==> src/hdl/ofr_ram.sv <==
// Entry store: one write port, one read port with registered read data.
`default_nettype none

module ofr_ram #(
    parameter int DEPTH = 16,
    parameter int WIDTH = 32
) (
    input  wire logic                     i_clk,
    input  wire logic                     i_we,
    input  wire logic [$clog2(DEPTH)-1:0] i_waddr,
    input  wire logic [WIDTH-1:0]         i_wdata,
    input  wire logic                     i_re,
    input  wire logic [$clog2(DEPTH)-1:0] i_raddr,
    output logic      [WIDTH-1:0]         o_rdata
);

    logic [WIDTH-1:0] r_mem [DEPTH];

    always_ff @(posedge i_clk) begin
        if (i_we) begin
            r_mem[i_waddr] <= i_wdata;
        end
    end

    always_ff @(posedge i_clk) begin
        if (i_re) begin
            o_rdata <= r_mem[i_raddr];
        end
    end

endmodule

`default_nettype wire

==> config.mk <==
export PLATFORM = sky130hd
export DESIGN_NAME = ofr_ram
export DESIGN_NICKNAME = d
export VERILOG_FILES = /design/src/hdl/ofr_ram.sv
export SDC_FILE = /design/constraint.sdc
export NUM_CORES = 1
export LEC_CHECK = 0
export BUFFER_PORTS_ARGS = -buffer_cell sky130_fd_sc_hd__buf_2
export CAP_MARGIN = 20
export CORE_MARGIN = 10
export CORE_UTILIZATION = 50
export CTS_CLUSTER_SIZE = 30
export DETAILED_ROUTE_END_ITERATION = 16
export GPL_TIMING_DRIVEN = 0
export PLACE_DENSITY = 0.69
export SYNTH_ARGS = -nofsm -noshare
export SYNTH_HDL_FRONTEND = slang
export SYNTH_SLANG_ARGS = --single-unit
==> constraint.sdc <==
create_clock -name i_clk -period 9.6 [get_ports i_clk]
set_clock_uncertainty 0.1 [all_clocks]
set_input_delay 0.48 -clock i_clk [delete_from_list [all_inputs] [get_ports i_clk]]
set_output_delay 0.48 -clock i_clk [all_outputs]
set_load 0.01 [all_outputs]
Word-level counts from Yosys, hierarchy flattened:

Memory sizes are Yosys's and may differ from the RTL's. A register that Yosys moved wholly into a read port is not among the register bits.
Cells that the tools add are included.
Widths: inputs -> output; s select.

* flip-flop bits (word level): 0
* bits in writable memories: 512
* input port bits: 43
* logic and storage cells: 3
* memories kept: 1

Memories
* r_mem: words 16, bits a word 32, read ports 1, clocked after Yosys merged registers in 1, wr ports 1, line 17 `logic [WIDTH-1:0] r_mem [DEPTH];`

* muxes and demuxes: 2

Operators with widths (number)
* $mux 1: 2

Logic depth before layout (Yosys ltp):

* depth after elaboration: 2
* gate-level depth with buffers: 5
* gate-level depth less buffers: 3

Least setup slack after synthesis:

Ideal clock, no wire load.

* path type: input -> register
* from: in i_waddr[2]
* to: mem r_mem[0][0] (enable)
* library setup time: 461 ps
* data arrival time: 3198 ps
* required time: 9039 ps
* path slack: 5840 ps
* stages on the path: 2
* buffers on the path: 0
* cell sequence: or3b_2 > nor3_1

RTL lines
* from (decl): line 10 `input wire logic [$clog2(DEPTH)-1:0] i_waddr,`
* to (decl): line 17

No word-level cell before the write port.

Final worst setup path:

* from: in i_waddr[2]
* to: mem r_mem[0][4] (enable)

No word-level cell before the write port.

==> impl_metrics.tcl <==
set metrics [dict create \
    cap_violations 0 \
    wl_per_cell_um 27.7 \
    numCtsBuffers 53 \
    initial_utilization_pct 50.7 \
    insertedDiodeCount 0 \
    drt_pre_antenna_iters 5 \
    grt_pass1_wl_mm 64.8 \
    layout_commonest_cell "edfxtp_1" \
    path_max_fanout 9 \
    clk_pin_slew_worst_paths_ns 0.06 \
    wl_mm 43.1 \
    cts_max_path_buffers 3 \
    irDropWorstVdd_mv 0.125 \
    vias 9359 \
    hold_viol 0 \
    grt_use_total_pct 17.6 \
    drt-met1-wl_mm 18.3 \
    finalNonFillerCells 1557 \
    max_stage_delay_ns 0.72 \
    hpwl_mm 27.0 \
    dieWidth_um 221 \
    tns_ns 0 \
    core_region_area_mm2 0.0398 \
    worstPathRequired_ns 9.77 \
    nets 1034 \
    total_power_uw 4860 \
    worst_slew_pin_slew_ns 0.958 \
    dp.cells 1461 \
    path_class "in2reg" \
    worstPathCellList "buf_2 -> or3b_2 -> nor3_2 -> buf_6" \
    fin_ws_ns 7.55 \
    netlist-cell-type-count 17 \
    ys_ff_latch 544 \
    portBuffers 72 \
    fp-row-count 73 \
    crit_family "simple AND/OR/NAND/NOR gates" \
    highest_layer "met5" \
    grt_antenna_before_repair 1 \
    place.gp.congestion 0.731 \
    place_ws_ns 6.97 \
    cts.repair.resized 0 \
    final_area_mm2 0.0233 \
    netlist_instances 838 \
    placed_cell_area_mm2 0.0218 \
    worst-path-buf-inv 2 \
    slew_headroom_pct 36.1 \
    min_period_ns 2.05 \
    power_density_mw_per_mm2 208 \
    overflow 0 \
    viasPerCell 6.01 \
    wl_met2_mm 21.2 \
    postCtsHoldBufs 0 \
    postCtsSetupBuffers 0 \
    cts_tree "built" \
    fp.dieH_um 221 \
    cp_slowest_cell "nor3_2" \
    syn_area_per_cell_um2 24.1 \
    synth_warnings 0 \
    yosysSeqAreaShare_pct 81.0 \
    grt_max_degree 33 \
    layout-drive-gt1-share_pct 31.8 \
    final_max_slew_viol_count 0 \
    netlist_area_mm2 0.0202 \
    max_freq_mhz 487 \
    final_cell_mix "544 x edfxtp_1, 128 x mux4_2, 76 x buf_2" \
    setup.worst_path.end_class "flop" \
    drt_iter0_markers 965 \
    htree_levels 2 \
    cts_root_buf "clkbuf_16" \
    p_leak_uw 0.00745 \
    crit_arrival_ns 2.22 \
    synth.net_count 881 \
    setup_viol 0 \
    io_pins 75 \
    syn_to_final_growth_pct 15.7 \
    remaining_drc_errors 0 \
    grt_pass1_vias 9790 \
    status "finished, final reports clean" \
    layout_worst_path_cycle_share_pct 21.4 \
    clock_sinks 544 \
    worstSetupStartpointType "input port" \
    die-area_mm2 0.0488 \
    clock_latency_ns 0.58 \
    wl_met3_mm 2.80 \
    ant_nets 0 \
    rsz0062_at_grt "false" \
    min_path_type "in2reg" \
]
## state kept, by name (all words and copies together), names as in the netlist
signal and cells:
r_mem 512, o_rdata 32
## cell families after synthesis
logic type	count (synthesis)	share of synthesized area (%)
buffers and inverters	43	1.10
AND/OR/NAND/NOR	59	1.25
flip-flops	544	81.0
multiplexers	128	14.3
AO/OA/AOI/OAI	64	2.38
## cells in the mapped netlist (all sizes together)
cell    count  area [um^2]
nand3b      2         15.0
edfxtp    544        16300
buf        26          159
nand2      33          124
or3b        1         8.76
nand2b      2         12.5
nor2b       2         12.5
nand3       1         5.00
nor3        4         20.0
mux4      128         2880
and2        1         6.26
a22oi      64          480
nor2       13         48.8
clkbuf     17         63.8
## report_power, final
part           total [uW]  internal [uW]  switching, uW
sequential           2690           2680           12.2
clock                1920           1090            833
combinational         246           98.1            148
## routing by layer
metal	GRT usage (%)	up-vias
met5	0	-
met4	5.04	2
met3	3.37	68
met2	27.9	368
met1	24.7	5006
li1	-	3915
## final timing paths
path	startpoint	to	slack, ns	cells after the start
worst max register to register	r_mem[11][17]	o_rdata[17]	7.89	3
worst max-delay path	i_waddr[2]	r_mem[0][4]	7.55	4
worst min-delay path	i_wdata[9]	r_mem[3][9]	0.17	1
worst min register to register	r_mem[12][25]	o_rdata[25]	0.64	3
## stage by stage
stage | hold slack (ns) | utilization, %
4_1_cts | 0.154 | 58.6
3_3_place_gp | 0.628 | 53.2
5_1_grt | 0.174 | 58.6
2_1_floorplan | 0.479 | -
3_5_place_dp | 0.637 | 54.6
6_report | 0.175 | 58.6
## final cells by class
type,instances,area [um^2]
buffer,43,223
clock buffer,67,1380
clock inverter,29,205
fill,2811,16500
multi-input combinational,251,3730
sequential,544,16300
tap,525,657
timing repair buffer,98,815
Note: power is estimated with default switching activity, not from simulation.
